File: src/rtl/core/tlpc_pkg.sv
// Types and constants shared by the traffic light phase controller.
package tlpc_pkg;

    localparam int CFG_WIDTH     = 16;
    localparam int CFG_IDX_WIDTH = 2;

    typedef enum logic [2:0] {
        PH_A_GREEN  = 3'd0,
        PH_A_YELLOW = 3'd1,
        PH_B_GREEN  = 3'd2,
        PH_B_YELLOW = 3'd3,
        PH_NIGHT    = 3'd4
    } t_phase;

    typedef enum logic [CFG_IDX_WIDTH-1:0] {
        CFG_GREEN_TIME  = 2'd0,
        CFG_YELLOW_TIME = 2'd1,
        CFG_NIGHT_TIME  = 2'd2
    } t_cfg_idx;

    localparam logic [CFG_WIDTH-1:0] GREEN_TIME_RST  = 16'd30;
    localparam logic [CFG_WIDTH-1:0] YELLOW_TIME_RST = 16'd5;
    localparam logic [CFG_WIDTH-1:0] NIGHT_TIME_RST  = 16'd300;

    typedef struct packed {
        logic [CFG_WIDTH-1:0] green_time;
        logic [CFG_WIDTH-1:0] yellow_time;
        logic [CFG_WIDTH-1:0] night_idle_time;
    } t_timing;

    typedef struct packed {
        logic [2:0] phase;
        logic       changed;
    } t_result;

endpackage

File: src/rtl/core/tlpc_intf.sv
// Channel interfaces: tick input, phase output and configuration write.
interface tlpc_in_if;
    logic valid;
    logic ready;
    logic traffic_a;
    logic traffic_b;

    modport source (output valid, output traffic_a, output traffic_b, input ready);
    modport sink   (input valid, input traffic_a, input traffic_b, output ready);
endinterface

interface tlpc_out_if;
    logic       valid;
    logic       ready;
    logic [2:0] phase;
    logic       changed;

    modport source (output valid, output phase, output changed, input ready);
    modport sink   (input valid, input phase, input changed, output ready);
endinterface

interface tlpc_cfg_if;
    logic                               valid;
    logic                               ready;
    logic [tlpc_pkg::CFG_IDX_WIDTH-1:0] index;
    logic [tlpc_pkg::CFG_WIDTH-1:0]     data;

    modport source (output valid, output index, output data, input ready);
    modport sink   (input valid, input index, input data, output ready);
endinterface

File: src/rtl/core/tlpc_cfg_regs.sv
// Timing configuration registers of the traffic light phase controller.
module tlpc_cfg_regs (
    input  logic              i_clk,
    input  logic              i_rst_n,
    tlpc_cfg_if.sink          i_cfg,
    output tlpc_pkg::t_timing o_timing
);

    tlpc_pkg::t_timing r_timing;
    tlpc_pkg::t_cfg_idx w_idx;

    assign i_cfg.ready = 1'b1;
    assign w_idx       = tlpc_pkg::t_cfg_idx'(i_cfg.index);
    assign o_timing    = r_timing;

    always_ff @(posedge i_clk) begin
        if (!i_rst_n) begin
            r_timing.green_time      <= tlpc_pkg::GREEN_TIME_RST;
            r_timing.yellow_time     <= tlpc_pkg::YELLOW_TIME_RST;
            r_timing.night_idle_time <= tlpc_pkg::NIGHT_TIME_RST;
        end else if (i_cfg.valid) begin
            unique case (w_idx)
                tlpc_pkg::CFG_GREEN_TIME:  r_timing.green_time      <= i_cfg.data;
                tlpc_pkg::CFG_YELLOW_TIME: r_timing.yellow_time     <= i_cfg.data;
                tlpc_pkg::CFG_NIGHT_TIME:  r_timing.night_idle_time <= i_cfg.data;
                default: ;
            endcase
        end
    end

endmodule

File: src/rtl/core/tlpc_phase_core.sv
// Phase and elapsed-seconds state with the per-tick transition logic.
module tlpc_phase_core #(
    parameter int TIMER_BITS = 16
) (
    input  logic              i_clk,
    input  logic              i_rst_n,
    input  logic              i_step,
    input  logic              i_traffic_a,
    input  logic              i_traffic_b,
    input  tlpc_pkg::t_timing i_timing,
    output tlpc_pkg::t_result o_result
);

    localparam int CMP_W = (TIMER_BITS > tlpc_pkg::CFG_WIDTH) ? TIMER_BITS
                                                              : tlpc_pkg::CFG_WIDTH;
    typedef logic [CMP_W-1:0] t_cmp;

    tlpc_pkg::t_phase        r_phase;
    tlpc_pkg::t_phase        n_phase;
    logic [TIMER_BITS-1:0]   r_elapsed;
    logic [TIMER_BITS-1:0]   n_elapsed;
    t_cmp                    w_t;
    logic                    w_day;
    logic                    w_green_done;
    logic                    w_yellow_done;
    logic                    w_night_done;
    logic                    w_changed;

    assign w_t           = t_cmp'(r_elapsed);
    assign w_day         = (r_phase == tlpc_pkg::PH_A_GREEN)  ||
                           (r_phase == tlpc_pkg::PH_A_YELLOW) ||
                           (r_phase == tlpc_pkg::PH_B_GREEN)  ||
                           (r_phase == tlpc_pkg::PH_B_YELLOW);
    assign w_green_done  = w_t > t_cmp'(i_timing.green_time);
    assign w_yellow_done = w_t > t_cmp'(i_timing.yellow_time);
    assign w_night_done  = w_t > t_cmp'(i_timing.night_idle_time);

    always_comb begin
        n_phase = r_phase;
        if (w_day && !i_traffic_a && !i_traffic_b && w_night_done) begin
            n_phase = tlpc_pkg::PH_NIGHT;
        end else begin
            unique case (r_phase)
                tlpc_pkg::PH_A_GREEN: begin
                    if (i_traffic_b && w_green_done) n_phase = tlpc_pkg::PH_A_YELLOW;
                end
                tlpc_pkg::PH_A_YELLOW: begin
                    if (i_traffic_b && w_yellow_done) n_phase = tlpc_pkg::PH_B_GREEN;
                end
                tlpc_pkg::PH_B_GREEN: begin
                    if (i_traffic_a && w_green_done) n_phase = tlpc_pkg::PH_B_YELLOW;
                end
                tlpc_pkg::PH_B_YELLOW: begin
                    if (i_traffic_a && w_yellow_done) n_phase = tlpc_pkg::PH_A_GREEN;
                end
                tlpc_pkg::PH_NIGHT: begin
                    if (i_traffic_a) begin
                        n_phase = tlpc_pkg::PH_A_GREEN;
                    end else if (i_traffic_b) begin
                        n_phase = tlpc_pkg::PH_B_GREEN;
                    end
                end
                default: ;
            endcase
        end
    end

    assign w_changed = (n_phase != r_phase);

    always_comb begin
        if (w_changed) begin
            n_elapsed = '0;
        end else if (r_elapsed != '1) begin
            n_elapsed = r_elapsed + 1'b1;
        end else begin
            n_elapsed = r_elapsed;
        end
    end

    assign o_result.phase   = n_phase;
    assign o_result.changed = w_changed;

    always_ff @(posedge i_clk) begin
        if (!i_rst_n) begin
            r_phase   <= tlpc_pkg::PH_A_GREEN;
            r_elapsed <= '0;
        end else if (i_step) begin
            r_phase   <= n_phase;
            r_elapsed <= n_elapsed;
        end
    end

    a_clear_on_change: assert property (@(posedge i_clk) disable iff (!i_rst_n)
        i_step && w_changed |=> r_elapsed == '0)
        else $error("elapsed not cleared after phase change");

    a_hold_when_idle: assert property (@(posedge i_clk) disable iff (!i_rst_n)
        !i_step |=> $stable(r_phase) && $stable(r_elapsed))
        else $error("state moved without a tick");

    a_count_when_held: assert property (@(posedge i_clk) disable iff (!i_rst_n)
        i_step && !w_changed && r_elapsed != '1 |=> r_elapsed == $past(r_elapsed) + 1'b1)
        else $error("elapsed did not advance on a held phase");

endmodule

File: src/rtl/core/traffic_light_phase_controller.sv
// Top level of the traffic light phase controller.
// A tick word is registered in the input register on accept, and its phase word
// is then registered in the output register once that register is free.
// Throughput: one tick word per cycle while the output is not stalled.
// The output register parts the two sides; a stalled output holds one word.
// Reset (synchronous, active low): phase A green, elapsed zero, registers
// green 30, yellow 5, night 300, no word held.
module traffic_light_phase_controller #(
    parameter int TIMER_BITS = 16
) (
    input logic       i_clk,
    input logic       i_rst_n,
    tlpc_in_if.sink   i_tick,
    tlpc_out_if.source o_phase,
    tlpc_cfg_if.sink  i_cfg
);

    tlpc_pkg::t_timing w_timing;
    tlpc_pkg::t_result w_result;

    logic       r_in_valid;
    logic       r_traffic_a;
    logic       r_traffic_b;
    logic       r_out_valid;
    logic [2:0] r_out_phase;
    logic       r_out_changed;
    logic       w_advance;

    assign w_advance    = r_in_valid && (!r_out_valid || o_phase.ready);
    assign i_tick.ready = !r_in_valid || w_advance;

    assign o_phase.valid   = r_out_valid;
    assign o_phase.phase   = r_out_phase;
    assign o_phase.changed = r_out_changed;

    tlpc_cfg_regs u_cfg (
        .i_clk    (i_clk),
        .i_rst_n  (i_rst_n),
        .i_cfg    (i_cfg),
        .o_timing (w_timing)
    );

    tlpc_phase_core #(
        .TIMER_BITS (TIMER_BITS)
    ) u_core (
        .i_clk       (i_clk),
        .i_rst_n     (i_rst_n),
        .i_step      (w_advance),
        .i_traffic_a (r_traffic_a),
        .i_traffic_b (r_traffic_b),
        .i_timing    (w_timing),
        .o_result    (w_result)
    );

    always_ff @(posedge i_clk) begin
        if (!i_rst_n) begin
            r_in_valid  <= 1'b0;
            r_out_valid <= 1'b0;
        end else begin
            if (i_tick.ready) begin
                r_in_valid <= i_tick.valid;
            end
            if (w_advance) begin
                r_out_valid <= 1'b1;
            end else if (o_phase.ready) begin
                r_out_valid <= 1'b0;
            end
        end
    end

    always_ff @(posedge i_clk) begin
        if (i_tick.ready && i_tick.valid) begin
            r_traffic_a <= i_tick.traffic_a;
            r_traffic_b <= i_tick.traffic_b;
        end
        if (w_advance) begin
            r_out_phase   <= w_result.phase;
            r_out_changed <= w_result.changed;
        end
    end

    a_stall_blocks_input: assert property (@(posedge i_clk) disable iff (!i_rst_n)
        r_in_valid && r_out_valid && !o_phase.ready |-> !i_tick.ready)
        else $error("tick word taken while both stages are full");

endmodule

File: src/flat_wrapper.sv
// flat-port wrapper written by rule: the top's interface ports become plain ports
module traffic_light_phase_controller_flat 
#(
    parameter int TIMER_BITS = 16
)
  (i_clk, i_rst_n, i_tick_valid, i_tick_traffic_a, i_tick_traffic_b, i_tick_ready, o_phase_valid, o_phase_phase, o_phase_changed, o_phase_ready, i_cfg_valid, i_cfg_index, i_cfg_data, i_cfg_ready);
  tlpc_in_if i_tick_i ();
  tlpc_out_if o_phase_i ();
  tlpc_cfg_if i_cfg_i ();
  input logic i_clk;
  input logic i_rst_n;
  input wire logic [$bits(i_tick_i.valid)-1:0] i_tick_valid;
  input wire logic [$bits(i_tick_i.traffic_a)-1:0] i_tick_traffic_a;
  input wire logic [$bits(i_tick_i.traffic_b)-1:0] i_tick_traffic_b;
  output wire logic [$bits(i_tick_i.ready)-1:0] i_tick_ready;
  output wire logic [$bits(o_phase_i.valid)-1:0] o_phase_valid;
  output wire logic [$bits(o_phase_i.phase)-1:0] o_phase_phase;
  output wire logic [$bits(o_phase_i.changed)-1:0] o_phase_changed;
  input wire logic [$bits(o_phase_i.ready)-1:0] o_phase_ready;
  input wire logic [$bits(i_cfg_i.valid)-1:0] i_cfg_valid;
  input wire logic [$bits(i_cfg_i.index)-1:0] i_cfg_index;
  input wire logic [$bits(i_cfg_i.data)-1:0] i_cfg_data;
  output wire logic [$bits(i_cfg_i.ready)-1:0] i_cfg_ready;
  assign i_tick_i.valid = i_tick_valid;
  assign i_tick_i.traffic_a = i_tick_traffic_a;
  assign i_tick_i.traffic_b = i_tick_traffic_b;
  assign i_tick_ready = i_tick_i.ready;
  assign o_phase_valid = o_phase_i.valid;
  assign o_phase_phase = o_phase_i.phase;
  assign o_phase_changed = o_phase_i.changed;
  assign o_phase_i.ready = o_phase_ready;
  assign i_cfg_i.valid = i_cfg_valid;
  assign i_cfg_i.index = i_cfg_index;
  assign i_cfg_i.data = i_cfg_data;
  assign i_cfg_ready = i_cfg_i.ready;
  traffic_light_phase_controller #(.TIMER_BITS(TIMER_BITS)) u_core (.i_clk(i_clk), .i_rst_n(i_rst_n), .i_tick(i_tick_i), .o_phase(o_phase_i), .i_cfg(i_cfg_i));
endmodule
File: config.mk
export PLATFORM = sky130hd
export DESIGN_NAME = traffic_light_phase_controller_flat
export DESIGN_NICKNAME = d
export VERILOG_FILES = /design/src/rtl/core/tlpc_pkg.sv /design/src/rtl/core/tlpc_intf.sv /design/src/rtl/core/tlpc_cfg_regs.sv /design/src/rtl/core/tlpc_phase_core.sv /design/src/rtl/core/traffic_light_phase_controller.sv /design/src/flat_wrapper.sv
export SDC_FILE = /design/constraint.sdc
export NUM_CORES = 1
export LEC_CHECK = 0
export ABC_AREA = 1
export BUFFER_PORTS_ARGS = -buffer_cell sky130_fd_sc_hd__buf_2
export CORE_MARGIN = 4
export CORE_UTILIZATION = 55
export CTS_CLUSTER_SIZE = 25
export DETAILED_ROUTE_END_ITERATION = 10
export PLACE_DENSITY_LB_ADDON = 0.2
export SYNTH_ARGS = -nofsm -noshare
export SYNTH_HDL_FRONTEND = slang
export SYNTH_SLANG_ARGS = --single-unit
File: constraint.sdc
create_clock -name i_clk -period 2.8 [get_ports i_clk]
set_clock_uncertainty 0.05 [all_clocks]
set_input_delay 0.14 -clock i_clk [delete_from_list [all_inputs] [get_ports i_clk]]
set_output_delay 0.14 -clock i_clk [all_outputs]
set_load 0.02 [all_outputs]
### Word level (Yosys, flattened, before mapping)

Cells that the tools add are included.

* add/sub/neg operators: 1
* $lt $le $gt $ge: 3
* equality and inequality tests: 8
* mux-type cells: 12
* reduce and logical (&&, ||, !) cells: 26

Operators by type and width (number)
* $gt A16 B16 Y1: 3
* $mux W16: 2
* $mux W3: 7
* $add A16 B1 Y16 const B: 1
* $ne A16 B16 Y1 const B: 1
* $pmux W3 S5: 1
* $logic_and A1 B1 Y1: 9
* $reduce_and A2 Y1: 4
* $eq A3 B2 Y1 const B: 2
* $logic_or A1 B1 Y1: 5
* $logic_not A1 Y1: 4
* $reduce_bool A2 Y1: 2
* $eq A3 B1 Y1 const B: 1
* $eq A3 B3 Y1 const B: 1
* $logic_not A3 Y1: 1
* $ne A3 B3 Y1: 1
* $eq A2 B1 Y1 const B: 1
* $eq A2 B2 Y1 const B: 1
* $logic_not A2 Y1: 1
* $mux W1: 2

* register bits after elaboration: 75
* input port bits: 25
* output and inout bits: 7
* word-level logic and storage cells: 61

### Longest topological paths before layout

* depth after elaboration: 11
* depth in mapped cells: 20
* mapped depth without buffers: 19

### Cells and area by module

From an unflattened synthesis, not the netlist that was laid out.

* cells, all modules: 740
* area, all modules: 5013.6 um2

Modules (own cells, without submodules)
* tlpc_phase_core: times used 1, cells an instance 425, area an instance 2695.1 um2, sequential area each 380.4 um2
* tlpc_cfg_regs: times used 1, cells an instance 296, area an instance 2043.2 um2, sequential area each 960.9 um2
* traffic_light_phase_controller: times used 1, cells an instance 19, area an instance 275.3 um2, sequential area each 220.2 um2

### Worst setup path after synthesis

OpenSTA, ideal clock, no wires.

* path type: register to register
* from: register u_core.u_core.r_elapsed[9]
* to: register u_core.r_out_phase[0], in the netlist u_core.o_phase.phase[0] (data pin)
* library setup time: 0.251 ns
* data arrival time: 1.969 ns
* required time: 2.499 ns
* setup slack: 0.530 ns
* stages on the path, launching flop included: 13
* buffers on the path: 1
* clock period less this slack: 2.270 ns
* path through: dfxtp_1 ha_1 nand2_1 inv_1 o21bai_1 a21oi_1 nor3_1 nand3_1 nand3_1 clkbuf_1 nand4_1 nand2_1 inv_1

* word-level cells in the longest chain between the ends: 5
* elaborated cells between the ends (all ways): 14
* those cells by class: 3 x order compare; 6 x mux; 5 x reduce/logical

RTL lines
* start: declaration: RTL line tlpc_phase_core.sv:20 `logic [TIMER_BITS-1:0] r_elapsed;`
* start signal: assignment: RTL line tlpc_phase_core.sv:89 `r_elapsed <= n_elapsed;`
* $gt A16 B16 Y1, on equally long branches: RTL line tlpc_phase_core.sv:35, tlpc_phase_core.sv:34
* $logic_and A1 B1 Y1, on equally long branches
* $mux W3, on equally long branches
* $pmux W3 S5: RTL line tlpc_phase_core.sv:43 `unique case (r_phase)`
* $mux W3 (*): RTL line tlpc_phase_core.sv:40 `if (w_day && !i_traffic_a && !i_traffic_b && w_night_done) begin`
* via u_core.u_core.n_phase[0]: RTL line tlpc_phase_core.sv:19 `tlpc_pkg::t_phase n_phase;`
* end signal: assignment: RTL line traffic_light_phase_controller.sv:77 `r_out_phase <= w_result.phase;`
* end: declaration: RTL line traffic_light_phase_controller.sv:25 `logic [2:0] r_out_phase;`

Mark *: on every way through the listed nets, which the timed path passes. The rest lies on a longest branch.
A chain may end at the register's enable or synchronous reset.

### Worst setup path in the final report

* from: register u_core.u_core.r_elapsed[7]
* to: register u_core.u_core.r_elapsed[0]

* word-level cells in the longest chain between the ends: 8
* elaborated cells between the ends (all ways): 19
* those cells by class: 3 x order compare; 2 x eq/ne; 7 x mux; 7 x reduce/logical

RTL lines
* $gt A16 B16 Y1, on equally long branches: RTL line tlpc_phase_core.sv:35, tlpc_phase_core.sv:34
* $logic_and A1 B1 Y1, on equally long branches
* $mux W3, on equally long branches
* $pmux W3 S5: RTL line tlpc_phase_core.sv:43
* $mux W3: RTL line tlpc_phase_core.sv:40
* $ne A3 B3 Y1: RTL line tlpc_phase_core.sv:68 `assign w_changed = (n_phase != r_phase);`
* $reduce_bool A2 Y1 (no line)
* $reduce_and A2 Y1 (no line)

Several ways; a longest one is shown, not always the timed one.

==> metrics.md <==
| Metric | Value |
|---|---|
| Outcome | finished clean |
| Core Util, Final | around 65% |
| Die Span Y | 98.7 µm |
| Crit share post-route | 89.3% |
| CP max stage delay | 0.40 ns |
| Synthesized cell area | 4520 µm² |
| Upper clock frequency limit | 0.400 GHz |
| Placeable Area | 7850 µm² |
| # IOs | 32 |
| Crit-path slowest cell | dfxtp_1 |
| Setup-failing EPs final | 0 |
| Crit Path Max Fanout | 30 |
| Kind of cell adding the most delay to the critical path | simple AND/OR/NAND/NOR gates |
| Area after DPL | roughly 4800 µm² |
| Final GP Congestion | 0.867 |
| First-pass GRT wire length | 17700 µm |
| Clock Path Buffers | 2 |
| Via count | 4112 |
| Worst path bufs/invs | 1 |
| Design area | 5140 µm² |
| Power Density | about 550 nW/µm² |
| Clk slew on worst S/H paths | 0.08 ns |
| Largest net degree at the start of global routing | 40 |
| Syn nets | just under 700 |
| Overall Global Routing Usage | 22.1% |
| CTS tree | done |
| HP Class | input port to flip-flop |
| Crit end category | flip-flop |
| CTS H-tree depth | 3 |
| Diodes inserted | 0 |
| Arrival time at the worst endpoint | 2.70 ns |
| Maximum VDD drop | 0.344 mV |
| Routed WL | roughly 10000 µm |
| Remaining DRCs | 0 |
| Slew margin rel. | 54.8% |
| Fraction of layout cells with a size suffix above 1 | a little under an eighth |
| Share of the synthesized area in the top cell type | 30.5% |
| Clock Tree Root | clkbuf_8 |
| Initial antenna violation count | 0 |
| Setup CP Type | flip-flop to flip-flop |
| Slew @ Worst Pin | roughly 0.68 ns |
| Synth area leaders | dfxtp_1, ha_1, a21oi_1 |
| Die ar. | between 9000 and 10000 µm² |
| Number of CTS-inserted buffers | 9 |
| Clock Sink Count | 75 |
| # rows | 32 |
| ANT nets after route | 0 |
| Buffers on Ports | 30 |
| Final Max Tran Viols | 0 |
| Initial core utilization | 57.6% |
| Post-synthesis cell type count | 32 |
| Avg Inst Size Synth | 7.29 µm² |
| Post-Syn Instances | 620 |
| DPL Wire Length | 7610 µm |
| P&R area growth vs syn | 13.6% |
| Starting DRT DRC Count | 302 |
| Die Width | 98.7 µm |
| Vias in the first global route | 3761 |
| Setup_tns | 0 ns |
| Startpoint types | flip-flop |
| Max Cap Viol | 0 |
| Nets@finish | 732 |
| First-pass DRT Iterations | 5 |
| Clk Latency, worst-skew pair | between 0.3 and 0.4 ns |
| GRT overflow | 0 |
| Lkg Pwr | 0.00245 µW |
| DR vias/cell | 5.38 |
| RSZ-0062 raised after global routing | false |
| Drt wl/cell | 13.6 µm |
| YS warnings | 0 |
| WP data required | 3.00 ns |
| Fin. Hold Viols | 0 |
| Seq/Total Area, Yosys | between 30% and 40% |
| Most used cell, CP | nand2_1 |
| Largest area contributor in the netlist | dfxtp_1 |
| Final min period | 2.50 ns |
| Register bit total from synthesis | 75 |
| CP Cell Sequence | ha_1 -> nand2_1 -> nor2_1 -> nand2_1 -> nand2_1 -> nand2_1 -> a21oi_1 -> nand4_1 -> nand2_1 -> nor2_4 -> nand4_2 -> buf_12 -> nand3_1 -> nand2_1 -> nor2_1 |
## per-layer routing
layer | vias up | global-route usage [%] | share of wire, %
met5 | - | 0 | 0
met3 | 21 | 3.04 | 4.3
met2 | 107 | 36.2 | 47
met1 | 1850 | 29.5 | 47
met4 | 0 | 8.72 | 1.9
li1 | 2134 | - | -
## final timing paths
check | start | end | slack, ns | cells after the start
max | u_core.u_core.r_elapsed[7] | u_core.u_core.r_elapsed[0] | 0.30 | 15
min | i_tick_valid | u_core.r_in_valid | 0.01 | 3
max reg2reg | u_core.u_core.r_elapsed[7] | u_core.u_core.r_elapsed[0] | 0.30 | 15
min reg2reg | u_core.u_cfg.o_timing[25] | u_core.u_cfg.o_timing[25] | 0.41 | 2
## cell type report
cell class,instances,area [µm²]
fill,717,2710
multi-input combinational,419,2460
sequential,75,1570
inverter,102,383
timing repair buffer,51,343
clock buffer,10,149
tap,102,128
clock inverter,6,109
## Yosys cell counts
cell type  number
edfxtp_1        6
nand2_1        95
o21bai_1        1
o211ai_1       13
nor2_4          2
a31oi_1         2
nand4_1        22
a21o_1          1
nand3_1        34
inv_2           4
clkinv_1        1
nand3_2         2
nand4_2         2
a21oi_1        80
o21ai_1         2
ha_1           49
clkbuf_1       18
nor4_1          1
nor3_4          1
buf_2           2
inv_1          97
nor2_1         42
o21ai_0        45
xnor2_1         3
buf_4           2
conb_1          1
dfxtp_1        69
nor2_2          2
xor2_1         10
nor3_1          8
nand2_2         1
buf_6           2
## logic make-up after synthesis
logic type / count (synthesis) / share of synthesized area, %
buf+inv: 126 / 11.0
flops: 75 / 34.5
other cells: 1 / 0.0829
fa+ha+maj: 49 / 13.6
compound gates: 144 / 16.8
simple gates: 212 / 21.5
xor+xnor: 13 / 2.52
## tightest hold or removal path: cells and delay by family
| family | cells | cell delay (ns) |
|---|---|---|
| AO/OA/AOI/OAI | 1 | 0.06 |
| buffers and inverters | 1 | 0.09 |
| AND/OR/NAND/NOR | 1 | 0.07 |
## what timing repair did
item,in CTS,in global routing
hold buffers,9,0
endpoints found under the hold margin,12,0
gates resized for setup,0,3
setup endpoints to repair,0,2
setup buffers,0,0
## placed cells by master, fill, tap and decap left out, drive strengths merged, types with 2 or more instances in the layout
cell	netlist	layout
inv	101	102
nand2	96	96
a21oi	80	80
dfxtp	69	69
ha	49	49
o21ai	47	47
nor2	46	46
buf	6	42
nand3	36	36
nand4	24	24
o211ai	13	13
xor2	10	10
clkbuf	18	10
dlygate4sd3	0	9
nor3	9	9
edfxtp	6	6
xnor2	3	3
bufinv	0	3
a31oi	2	2
clkinv	1	2
## through the flow
| stage | setup slack (ns) | total power (µW) | hold WS [ns] | std cells |
|---|---|---|---|---|
| after floorplan | 0.530 | 1610 | 0.189 | 620 |
| after global placement | 0.298 | 1750 | 0.268 | 740 |
| after detailed placement | 0.229 | 1770 | 0.268 | 740 |
| after CTS | 0.209 | 2840 | 0.00615 | 765 |
| after global routing | 0.0171 | 2980 | 0.0236 | 765 |
| final | 0.299 | 2830 | 0.00953 | 765 |
## flip-flops by register name, summed over array words and instances, names as in the netlist
signal and cells:
u_core.u_core.r_elapsed 16, u_core.o_phase.valid 1, u_core.o_phase.changed 1, u_core.u_cfg.o_timing 48, u_core.r_traffic_b 1, u_core.o_phase.phase 3, u_core.r_traffic_a 1, u_core.u_core.r_phase 3
u_core.r_in_valid 1
## power breakdown
| group | internal [µW] | switching (µW) | total (µW) |
|---|---|---|---|
| combinational | 215 | 353 | 568 |
| clock | 645 | 417 | 1060 |
| sequential | 1150 | 53.6 | 1200 |
| total | 2010 | 823 | 2830 |
(Power assumes the default switching activity.)
